## config.mk

```make
export PLATFORM = sky130hd
export DESIGN_NAME = beacon_collision_handshake_fsm
export DESIGN_NICKNAME = d
export VERILOG_FILES = /design/src/rtl/core/bchf_pkg.sv /design/src/rtl/core/bchf_ctrl.sv /design/src/rtl/core/bchf_obuf.sv /design/src/rtl/core/beacon_collision_handshake_fsm.sv
export SDC_FILE = /design/constraint.sdc
export NUM_CORES = 1
export LEC_CHECK = 0
export BUFFER_PORTS_ARGS = -buffer_cell sky130_fd_sc_hd__buf_4
export CORE_MARGIN = 10
export CORE_UTILIZATION = 35
export DETAILED_ROUTE_END_ITERATION = 8
export SYNTH_ARGS = -nofsm -noshare
export SYNTH_HDL_FRONTEND = slang
export SYNTH_SLANG_ARGS = --single-unit
export TNS_END_PERCENT = 30
```

## constraint.sdc

```tcl
create_clock -name clk -period 4.2 [get_ports clk]
set_clock_uncertainty 0.15 [all_clocks]
set_input_delay 0.84 -clock clk [delete_from_list [all_inputs] [get_ports clk]]
set_output_delay 0.84 -clock clk [all_outputs]
set_load 0.1 [all_outputs]
```

## src/rtl/core/bchf_pkg.sv

```systemverilog
// ----------------------------------------------------------------------------
// bchf_pkg
// Types, codes and helpers shared by the beacon/collision handshake block.
// ----------------------------------------------------------------------------
package bchf_pkg;

  typedef enum logic [2:0] {
    PH_START       = 3'd0,
    PH_LISTEN      = 3'd1,
    PH_SEND_COLL   = 3'd2,
    PH_AWAIT       = 3'd3,
    PH_DETECTED    = 3'd4,
    PH_SEND_BEACON = 3'd5,
    PH_SEND_ACK    = 3'd6
  } phase_t;

  localparam logic [1:0] KIND_TICK = 2'd0;
  localparam logic [1:0] KIND_PASS = 2'd1;
  localparam logic [1:0] KIND_MSG  = 2'd2;

  localparam int unsigned CFG_INDEX_W = 3;
  localparam int unsigned CFG_DATA_W  = 24;

  localparam logic [CFG_INDEX_W-1:0] REG_LISTEN_WINDOW = 3'd0;
  localparam logic [CFG_INDEX_W-1:0] REG_ACK_WINDOW    = 3'd1;
  localparam logic [CFG_INDEX_W-1:0] REG_DEVICE_NUMBER = 3'd2;
  localparam logic [CFG_INDEX_W-1:0] REG_BEACON_CODE   = 3'd3;
  localparam logic [CFG_INDEX_W-1:0] REG_COLLISION_CODE = 3'd4;
  localparam logic [CFG_INDEX_W-1:0] REG_ACK_CODE      = 3'd5;

  localparam logic [15:0] RST_LISTEN_WINDOW = 16'd1000;
  localparam logic [15:0] RST_ACK_WINDOW    = 16'd100;
  localparam logic [23:0] RST_DEVICE_NUMBER = 24'd1;
  localparam logic [7:0]  RST_BEACON_CODE   = 8'h24;
  localparam logic [7:0]  RST_COLLISION_CODE = 8'hDB;
  localparam logic [7:0]  RST_ACK_CODE      = 8'h81;

  localparam logic [15:0] ELAPSED_MAX = 16'hFFFF;

  typedef struct packed {
    logic [15:0] listen_window_ms;
    logic [15:0] ack_window_ms;
    logic [23:0] device_number;
    logic [7:0]  beacon_code;
    logic [7:0]  collision_code;
    logic [7:0]  ack_code;
  } cfg_t;

  typedef struct packed {
    logic        tx_valid;
    logic [31:0] tx_word;
    logic        listening;
    logic        rx_taken;
    phase_t      phase_now;
    logic        detected_pulse;
  } res_t;

  function automatic logic [31:0] make_word(input logic [7:0] code,
                                            input logic [23:0] dev);
    make_word = {code, dev};
  endfunction

endpackage

```

## src/rtl/core/bchf_ctrl.sv

```systemverilog
// ----------------------------------------------------------------------------
// bchf_ctrl
// Phase machine and millisecond timer; forms one result per transfer.
// ----------------------------------------------------------------------------
module bchf_ctrl (
  input  logic            clk,
  input  logic            rst,
  input  logic            accept,
  input  logic [1:0]      kind,
  input  logic [31:0]     rx_word,
  input  bchf_pkg::cfg_t  cfg,
  output bchf_pkg::res_t  res
);
  import bchf_pkg::*;

  phase_t      phase, phase_next;
  logic [15:0] elapsed, elapsed_next;
  logic        radio_listening, radio_listening_next;
  logic        listen_pending, listen_pending_next;
  logic        await_pending, await_pending_next;
  logic        reply_pending, reply_pending_next;
  logic        detect_unannounced, detect_unannounced_next;

  logic [7:0]  top;
  logic        has_msg;

  assign top     = rx_word[31:24];
  assign has_msg = (kind == KIND_MSG);

  always_ff @(posedge clk) begin
    if (rst) begin
      phase              <= PH_START;
      elapsed            <= '0;
      radio_listening    <= 1'b0;
      listen_pending     <= 1'b1;
      await_pending      <= 1'b1;
      reply_pending      <= 1'b1;
      detect_unannounced <= 1'b1;
    end else if (accept) begin
      phase              <= phase_next;
      elapsed            <= elapsed_next;
      radio_listening    <= radio_listening_next;
      listen_pending     <= listen_pending_next;
      await_pending      <= await_pending_next;
      reply_pending      <= reply_pending_next;
      detect_unannounced <= detect_unannounced_next;
    end
  end

  always_comb begin
    phase_next              = phase;
    elapsed_next            = elapsed;
    radio_listening_next    = radio_listening;
    listen_pending_next     = listen_pending;
    await_pending_next      = await_pending;
    reply_pending_next      = reply_pending;
    detect_unannounced_next = detect_unannounced;
    res.tx_valid            = 1'b0;
    res.tx_word             = '0;
    res.rx_taken            = 1'b0;
    res.detected_pulse      = 1'b0;

    if (kind == KIND_TICK) begin
      if (elapsed != ELAPSED_MAX) begin
        elapsed_next = elapsed + 16'd1;
      end
    end else begin
      case (phase)
        PH_START: begin
          listen_pending_next     = 1'b1;
          await_pending_next      = 1'b1;
          reply_pending_next      = 1'b1;
          detect_unannounced_next = 1'b1;
          radio_listening_next    = 1'b1;
          phase_next              = PH_LISTEN;
        end
        PH_LISTEN: begin
          if (listen_pending) begin
            elapsed_next        = '0;
            listen_pending_next = 1'b0;
          end else if (elapsed <= cfg.listen_window_ms) begin
            if (has_msg) begin
              res.rx_taken = 1'b1;
              if (top == cfg.beacon_code) begin
                phase_next = PH_SEND_COLL;
              end else if (top == cfg.collision_code) begin
                phase_next = PH_SEND_ACK;
              end
            end
          end else begin
            elapsed_next = '0;
            phase_next   = PH_SEND_BEACON;
          end
        end
        PH_SEND_COLL: begin
          radio_listening_next = 1'b0;
          res.tx_valid         = 1'b1;
          res.tx_word          = make_word(cfg.collision_code, cfg.device_number);
          phase_next           = PH_AWAIT;
        end
        PH_AWAIT: begin
          if (await_pending) begin
            elapsed_next       = '0;
            await_pending_next = 1'b0;
          end else begin
            radio_listening_next = 1'b1;
            if (has_msg) begin
              res.rx_taken = 1'b1;
            end
            if (has_msg && top == cfg.ack_code) begin
              phase_next = PH_DETECTED;
            end else if (elapsed > cfg.ack_window_ms) begin
              await_pending_next = 1'b1;
              phase_next         = PH_SEND_COLL;
            end
          end
        end
        PH_DETECTED: begin
          if (detect_unannounced) begin
            res.detected_pulse      = 1'b1;
            detect_unannounced_next = 1'b0;
          end
        end
        PH_SEND_BEACON: begin
          radio_listening_next = 1'b0;
          res.tx_valid         = 1'b1;
          res.tx_word          = make_word(cfg.beacon_code, cfg.device_number);
          phase_next           = PH_START;
        end
        PH_SEND_ACK: begin
          if (reply_pending) begin
            elapsed_next       = '0;
            reply_pending_next = 1'b0;
          end else begin
            radio_listening_next = 1'b0;
            res.tx_valid         = 1'b1;
            res.tx_word          = make_word(cfg.ack_code, cfg.device_number);
            if (elapsed > cfg.ack_window_ms) begin
              phase_next = PH_DETECTED;
            end
          end
        end
        default: begin
        end
      endcase
    end

    res.listening = radio_listening_next;
    res.phase_now = phase_next;
  end

  a_tick_holds_phase: assert property (@(posedge clk) disable iff (rst)
    (accept && kind == KIND_TICK) |=> (phase == $past(phase)))
    else $error("tick transfer changed the phase");

  a_detected_terminal: assert property (@(posedge clk) disable iff (rst)
    (phase == PH_DETECTED) |=> (phase == PH_DETECTED))
    else $error("left the detected phase without reset");

  a_coll_rearms_await: assert property (@(posedge clk) disable iff (rst)
    (accept && kind != KIND_TICK && phase == PH_SEND_COLL)
      |=> (phase == PH_AWAIT && await_pending))
    else $error("collision send did not re-arm the acknowledge wait");

  a_single_pulse: assert property (@(posedge clk) disable iff (rst)
    (accept && res.detected_pulse) |=> !detect_unannounced)
    else $error("detection pulse not retired");

endmodule

```

## src/rtl/core/bchf_obuf.sv

```systemverilog
// ----------------------------------------------------------------------------
// bchf_obuf
// Two-entry result buffer; the head entry drives the result port.
// ----------------------------------------------------------------------------
module bchf_obuf (
  input  logic            clk,
  input  logic            rst,
  input  logic            push,
  input  bchf_pkg::res_t  push_data,
  output logic            full,
  output logic            head_valid,
  input  logic            head_stall,
  output bchf_pkg::res_t  head
);
  import bchf_pkg::*;

  res_t       tail;
  logic [1:0] count;
  logic       pop;

  assign full       = (count == 2'd2);
  assign head_valid = (count != 2'd0);
  assign pop        = head_valid && !head_stall;

  always_ff @(posedge clk) begin
    if (rst) begin
      count <= 2'd0;
    end else if (push && !pop) begin
      count <= count + 2'd1;
    end else if (pop && !push) begin
      count <= count - 2'd1;
    end
  end

  always_ff @(posedge clk) begin
    if (push && !pop) begin
      if (count == 2'd0) begin
        head <= push_data;
      end else begin
        tail <= push_data;
      end
    end else if (pop && !push) begin
      head <= tail;
    end else if (pop && push) begin
      if (count == 2'd1) begin
        head <= push_data;
      end else begin
        head <= tail;
        tail <= push_data;
      end
    end
  end

  a_no_overflow: assert property (@(posedge clk) disable iff (rst)
    full |=> (count != 2'd3))
    else $error("result buffer overflow");

endmodule

```

## src/rtl/core/beacon_collision_handshake_fsm.sv

```systemverilog
// ----------------------------------------------------------------------------
// beacon_collision_handshake_fsm
// Radio link beacon/collision/acknowledge handshake controller.
// ----------------------------------------------------------------------------
// One item (millisecond tick, processing pass or message) is taken every cycle
// while item_stall is low; its result is registered into the result buffer.
// The phase machine and timer update once per transfer; a two-entry result
// buffer lets input keep flowing while a result is held by a stalled consumer,
// so item_stall rises only with both entries occupied; cfg_ready is tied high.
module beacon_collision_handshake_fsm (
  input  logic                                clk,
  input  logic                                rst,
  input  logic                                item_valid,
  output logic                                item_stall,
  input  logic [1:0]                          kind,
  input  logic [31:0]                         rx_word,
  output logic                                result_valid,
  input  logic                                result_stall,
  output logic                                tx_valid,
  output logic [31:0]                         tx_word,
  output logic                                listening,
  output logic                                rx_taken,
  output logic [2:0]                          phase_now,
  output logic                                detected_pulse,
  input  logic                                cfg_valid,
  output logic                                cfg_ready,
  input  logic [bchf_pkg::CFG_INDEX_W-1:0]    cfg_index,
  input  logic [bchf_pkg::CFG_DATA_W-1:0]     cfg_data
);
  import bchf_pkg::*;

  cfg_t cfg;
  res_t res;
  res_t head;
  logic accept;
  logic full;

  assign cfg_ready  = 1'b1;
  assign item_stall = full;
  assign accept     = item_valid && !full;

  always_ff @(posedge clk) begin
    if (rst) begin
      cfg.listen_window_ms <= RST_LISTEN_WINDOW;
      cfg.ack_window_ms    <= RST_ACK_WINDOW;
      cfg.device_number    <= RST_DEVICE_NUMBER;
      cfg.beacon_code      <= RST_BEACON_CODE;
      cfg.collision_code   <= RST_COLLISION_CODE;
      cfg.ack_code         <= RST_ACK_CODE;
    end else if (cfg_valid && cfg_ready) begin
      case (cfg_index)
        REG_LISTEN_WINDOW:  cfg.listen_window_ms <= cfg_data[15:0];
        REG_ACK_WINDOW:     cfg.ack_window_ms    <= cfg_data[15:0];
        REG_DEVICE_NUMBER:  cfg.device_number    <= cfg_data[23:0];
        REG_BEACON_CODE:    cfg.beacon_code      <= cfg_data[7:0];
        REG_COLLISION_CODE: cfg.collision_code   <= cfg_data[7:0];
        REG_ACK_CODE:       cfg.ack_code         <= cfg_data[7:0];
        default: begin
        end
      endcase
    end
  end

  bchf_ctrl u_ctrl (
    .clk     (clk),
    .rst     (rst),
    .accept  (accept),
    .kind    (kind),
    .rx_word (rx_word),
    .cfg     (cfg),
    .res     (res)
  );

  bchf_obuf u_obuf (
    .clk        (clk),
    .rst        (rst),
    .push       (accept),
    .push_data  (res),
    .full       (full),
    .head_valid (result_valid),
    .head_stall (result_stall),
    .head       (head)
  );

  assign tx_valid       = head.tx_valid;
  assign tx_word        = head.tx_word;
  assign listening      = head.listening;
  assign rx_taken       = head.rx_taken;
  assign phase_now      = head.phase_now;
  assign detected_pulse = head.detected_pulse;

endmodule

```

-- Word-level counts from Yosys, hierarchy flattened
Cells that the tools add are included.
- add/subtract/negate cells: 3
- equal/unequal tests: 26
- mux-type cells: 54
- bitwise gates (word level): 1
- reductions and logical operators: 37
- magnitude comparators: 2
- operators with widths (operator ; count):
    $mux W39 ; 10
    $pmux W33 S3 ; 1
    $mux W16 ; 6
    $mux W33 ; 2
    $pmux W16 S3 ; 1
    $mux W3 ; 11
    $eq A8 B8 Y1 ; 3
    $pmux W3 S6 ; 1
    $add A16 B1 Y16 const B ; 1
    $gt A16 B16 Y1 ; 1
    $le A16 B16 Y1 ; 1
    $ne A16 B16 Y1 const B ; 1
    $eq A3 B3 Y1 const B ; 5
    $mux W1 ; 14
    $reduce_and A2 Y1 ; 7
    $reduce_bool A2 Y1 ; 7
    $eq A3 B2 Y1 const B ; 4
    $reduce_and A3 Y1 ; 4
    $pmux W1 S2 ; 5
    $eq A3 B1 Y1 const B ; 2
    $logic_and A1 B1 Y1 ; 6
    $logic_not A3 Y1 ; 2
    $ne A2 B2 Y1 const B ; 3
    $ne A3 B1 Y1 const B ; 2
    other kinds (16) ; 23
- logic and storage cells: 149
- output and inout port bits: 42
- input port bits: 66
- register bits: 184

-- Depth between registers and ports, before layout
- depth after elaboration: 12
- gate-level depth with buffers: 12
- mapped depth without buffers: 10

-- Modules after synthesis
Synthesis repeated with hierarchy kept, for this count alone.
- cell total of the unflattened synthesis: 851
- area, all modules: 9180.1 um2
- by module, submodules not included (module ; sequential area each (um2) ; area an instance (um2) ; times used ; cells an instance):
    beacon_collision_handshake_fsm ; 1601.5 ; 3270.6 ; 1 ; 311
    bchf_obuf ; 2382.3 ; 3055.4 ; 1 ; 145
    bchf_ctrl ; 480.5 ; 2854.0 ; 1 ; 395

-- Least setup slack after synthesis
No wires, ideal clock.
- path kind: register -> register
- start point: register u_obuf.count[0]
- end point: register u_obuf.head[0] (netlist name)
- clock period less this slack: 4848 ps
- data arrival time: 4208 ps
- buffers on the path: 1
- setup slack: -648 ps
- stages on the path, launching flop included: 6
- library setup time: 489 ps
- data required time: 3561 ps
- cells stage by stage: dfxtp_1 inv_1 ha_1 nand2b_1 clkbuf_1 o21ai_0
- cells in the longest elaborated chain, start to end: 7
- elaborated cells between the ends (all ways): 14
- those cells by class: eq/ne: 2; reduce/logical: 12
- ends and longest elaborated chain (what ; RTL line ; RTL):
    from (decl) ; bchf_obuf.sv:18 ; logic [1:0] count;
    from (signal assigned) ; bchf_obuf.sv:29 ; count <= count + 2'd1;
    from (signal assigned) ; bchf_obuf.sv:31 ; count <= count - 2'd1;
    $eq A2 B2 Y1 (*) ; bchf_obuf.sv:21 ; assign full = (count == 2'd2);
    named net item_stall ; beacon_collision_handshake_fsm.sv:14 ; output logic item_stall,
    $logic_not A1 Y1 (*) ; beacon_collision_handshake_fsm.sv:40 ; assign accept = item_valid && !full;
    $logic_and A1 B1 Y1 (*) ; beacon_collision_handshake_fsm.sv:40 ;
    $logic_not A1 Y1 ; bchf_obuf.sv:42 ; end else if (pop && !push) begin
    $logic_and A1 B1 Y1 ; bchf_obuf.sv:42 ;
    $reduce_bool A3 Y1 (no line) ; -- ;
    $reduce_and A2 Y1 (no line) (*) ; -- ;
Mark *: on every way through the listed nets, which the timed path passes. The rest lies on a longest branch.
A chain may end at the register's enable or synchronous reset.

-- Worst setup path in the final report
- start point: register cfg[79] (netlist name)
- end point: register u_obuf.head[1] (netlist name)
- cells in the longest elaborated chain, start to end: 9
- elaborated cells between the ends (all ways): 10
- those cells by class: order compare: 1; mux: 9
- ends and longest elaborated chain (what ; RTL line ; RTL):
    $le A16 B16 Y1 (*) ; bchf_ctrl.sv:81 ; end else if (elapsed <= cfg.listen_window_ms) begin
    $mux W3 (*) ; bchf_ctrl.sv:81 ;
    $mux W3 (*) ; bchf_ctrl.sv:78 ; if (listen_pending) begin
    $pmux W3 S6 (*) ; bchf_ctrl.sv:68 ; case (phase)
    $mux W3 (*) ; bchf_ctrl.sv:63 ; if (kind == KIND_TICK) begin
    $mux W39 ; bchf_obuf.sv:45 ; if (count == 2'd1) begin
    $mux W39 ; bchf_obuf.sv:44 ; end else if (pop && push) begin
    $mux W39 ; bchf_obuf.sv:42 ;
    $mux W39 (*) ; bchf_obuf.sv:36 ; if (push && !pop) begin
Every way passes the cells marked *; elsewhere a longest branch is shown, timed or not. The select of a mux whose other input is x is not followed.

==> key figures <==
GRT
  – First-pass GRT wire length: 33.9 mm
  – Initial antenna violation count: 0
  – GR Overflow Total: 0
  – Vias in the first global route: 6427
  – Largest net degree at the start of global routing: 66
  – Tot GR Track Use: 0.134

Layout
  – Filler Cell Count: around 2400
  – Ant. Diodes: 0
  – Area grow syn2layout: 18.0%
  – Fin util: 0.421
  – Final non-filler cell total: 1319
  – Final instance area: 0.0103 mm2
  – Share of layout cells above drive strength 1: 0.167
  – Post-layout net count: between 1000 and 1500

Route
  – Iter 0 DRT Violations: 365
  – Routed Antenna Nets: 0
  – Via Count: 6594
  – Number of vias per cell: 5.00
  – Number of remaining DRC errors: 0
  – Drt pass-1 iters: 4
  – Final wirelength: 21.0 mm
  – Avg WL per Cell: 15.9 um

Worst setup path
  – Arr. time, crit path: 3.31 ns
  – Crit path capture type: flop
  – Cells on worst reg2reg path: 9
  – Crit path kind: flop to flop
  – Max FO, Critical Path: 4
  – Worst setup SP type: flop
  – Critical path data required time: 4.22 ns

Synth
  – Post-synth EDFFs: 78
  – Avg Synthesized Cell Area: 9.55 um2
  – Largest family of logic cells by synthesized area: simple AND/OR/NAND/NOR gates
  – Ys flop type: dfxtp_1
  – Asr flop ratio synth: 0
  – Yosys warns: 0
  – Multiplexer area fraction after synthesis: 0.0374
  – Compound-gate portion of the synthesized area: 0.134
  – Sequential area share after synthesis: 0.513
  – Simple-gate share of the synthesized area: 0.187
  – XOR/XNOR share of the synthesized area: 0.0322
  – Largest cells by area after synthesis: edfxtp_1, dfxtp_1, nand2_1, ha_1, a21oi_1
  – Mapped Nets: 1016
  – Synth Cell Area: 0.00870 mm2
  – Seq cells post-synth: 184
  – Netlist cell types: 62
  – Synth area leader: edfxtp_1
  – Mapped Cells: 911
  – Top-area cell type share of the netlist area: 0.269
  – Adder-Cell Fraction of Synth Area: 0.0561

Timing
  – Fmax: 303 MHz
  – Slew Limit Headroom: 0.261
  – Tcrit/Tclk final: 0.785
  – Min cycle time layout: 3.30 ns
  – Hold Fails Final Rpt: 0
  – Setup TNS: 0 ns
  – # setup viols final: 0
  – Worst slew pin tran: about 1.1 ns
  – Pins Over Slew Limit: 0
  – Unrepaired setup endpoints after global routing: false
  – Final WS setup: between 0.9 and 1 ns
  – Hold_ws: 0.300 ns

Clock network
  – H-Tree Depth: 4
  – Post-CTS Setup Inserts: 0
  – Clk Latency, worst-skew pair: around 0.44 ns
  – CTS tree: done
  – Post_cts resized: 0
  – CTS Buf Count: 17
  – Hold Buf Count CTS: 0
  – Worst-path clk slew: roughly 0.080 ns
  – Clock Sinks: about 180
  – CTS Buffer Depth: 2
  – Clock root buffer: clkbuf_16

Pwr
  – Pleak: around 3.9 nW
  – Sequential share of power: 0.367
  – P_int: 3.72 mW
  – Total power: roughly 6.6 mW
  – Clock group share of total power: 0.249
  – Worst VDD drop: 0.427 mV
  – NetSw: 2.86 mW
  – Gate power share: 0.384
  – Sw frac: 0.435
  – Pwr dens: 641 mW/mm2

Placement
  – DP Worst Slack: 0.868 ns
  – # placed instances: 1287
  – Port Buf Inserts: between 80 and 90
  – Final GP Congestion: ~0.86
  – Placed Area: 0.00966 mm2
  – Dpl hpwl: 14.7 mm

Die
  – Initial core utilization: 0.357
  – Die height: 178 um
  – Die area: between 0.03 and 0.04 mm2
  – I/O pin cnt: 108
  – Core area: 0.0244 mm2
  – Die X-Extent: 178 um
  – FP Rows: 57

Outcome
  – Status: complete, no violations

Run
  – Max-Cap Viols: 0

Hold path
  – Hold depth: 2
  – Worst min-delay path class: flop to flop
[metal layers]
layer / routed length [um] / up-vias / global-route usage / part of all wire
met5: 0 / - / 0 / 0
met4: 174 / 0 / 0.0340 / 0.0083
met2: 10100 / 117 / 0.219 / 0.48
met3: 901 / 14 / 0.0310 / 0.043
li1: - / 3351 / - / -
met1: 9860 / 3112 / 0.174 / 0.47
[layout by cell type, fill, tap and decap left out, types with 11 or more instances in the layout]
master,Yosys,layout
nand4_1,13,13
clkbuf_16,0,17
inv_1,43,43
edfxtp_1,78,78
ha_1,39,39
xnor2_1,22,22
mux2_2,28,28
o211ai_1,12,12
dfxtp_1,106,106
buf_4,1,96
and2_1,27,27
nor2_1,46,46
nand2_1,187,187
a21oi_1,92,92
o21ai_0,12,11
o31ai_1,19,19
nand3_1,25,25
[final timing paths]
check                       startpoint                       end  slack [ns]
setup / recovery  cfg[79]$_SDFFE_PP0P_  u_obuf.head[1]$_DFFE_PP_        0.90
hold / removal    cfg[34]$_SDFFE_PP0P_      cfg[34]$_SDFFE_PP0P_        0.30
setup reg to reg  cfg[79]$_SDFFE_PP0P_  u_obuf.head[1]$_DFFE_PP_        0.90
hold reg to reg   cfg[34]$_SDFFE_PP0P_      cfg[34]$_SDFFE_PP0P_        0.30
[sequential cells by signal, indices dropped and copies added (netlist names)]
register and cells:
u_obuf.count 2, u_obuf.tail 39, u_obuf.head 39, u_ctrl.phase 3, cfg 80, u_ctrl.radio_listening 1, u_ctrl.reply_pending 1, u_ctrl.await_pending 1
u_ctrl.elapsed 16, u_ctrl.detect_unannounced 1, u_ctrl.listen_pending 1
[synth_stat cells (all sizes together) (5+ instances only)]
cell    count
a21o        6
a21oi      92
a22o        8
a22oi       8
a31oi       6
and2       28
buf         5
clkbuf     39
dfxtp     106
edfxtp     78
ha         39
inv        43
mux2       28
nand2     187
nand3      25
nand4      14
nor2       47
nor2b      10
nor3        6
o211ai     12
o21ai      14
o31ai      19
or4        11
xnor2      22
xor2       10
[critical path: stages, from the launching register on]
cell     delay [ns]
dfxtp_1        0.33
inv_1          0.06
ha_1           0.32
nand4_2        0.17
or4_4          0.60
or2_2          0.34
nor2b_1        0.14
a21oi_1        0.26
nor3b_1        0.52
o31ai_1        0.15
[power by group through the flow]
stage	Clock, mW	Combinational (mW)	Sequential (mW)
final	1.64	2.53	2.42
after global routing	1.74	2.67	2.45
after CTS	1.67	2.57	2.42
after detailed placement	0	2.56	2.46
after global placement	0	2.55	2.46
after floorplan	0	0.763	3.68
[layout make-up]
cell class	instances	area (um2)	share of cell area
sequential	184	4460	0.435
inverter	44	165	0.0161
clock inverter	15	181	0.0177
multi-input combinational	639	3900	0.380
tap	324	405	0.0395
clock buffer	17	425	0.0414
timing repair buffer	96	721	0.0702
[logic make-up after synthesis]
family	Yosys count
flops	184
buf+inv	88
simple gates	352
mux	29
other cells	1
fa+ha+maj	39
compound gates	186
xor+xnor	32
(Power assumes the default switching activity.)
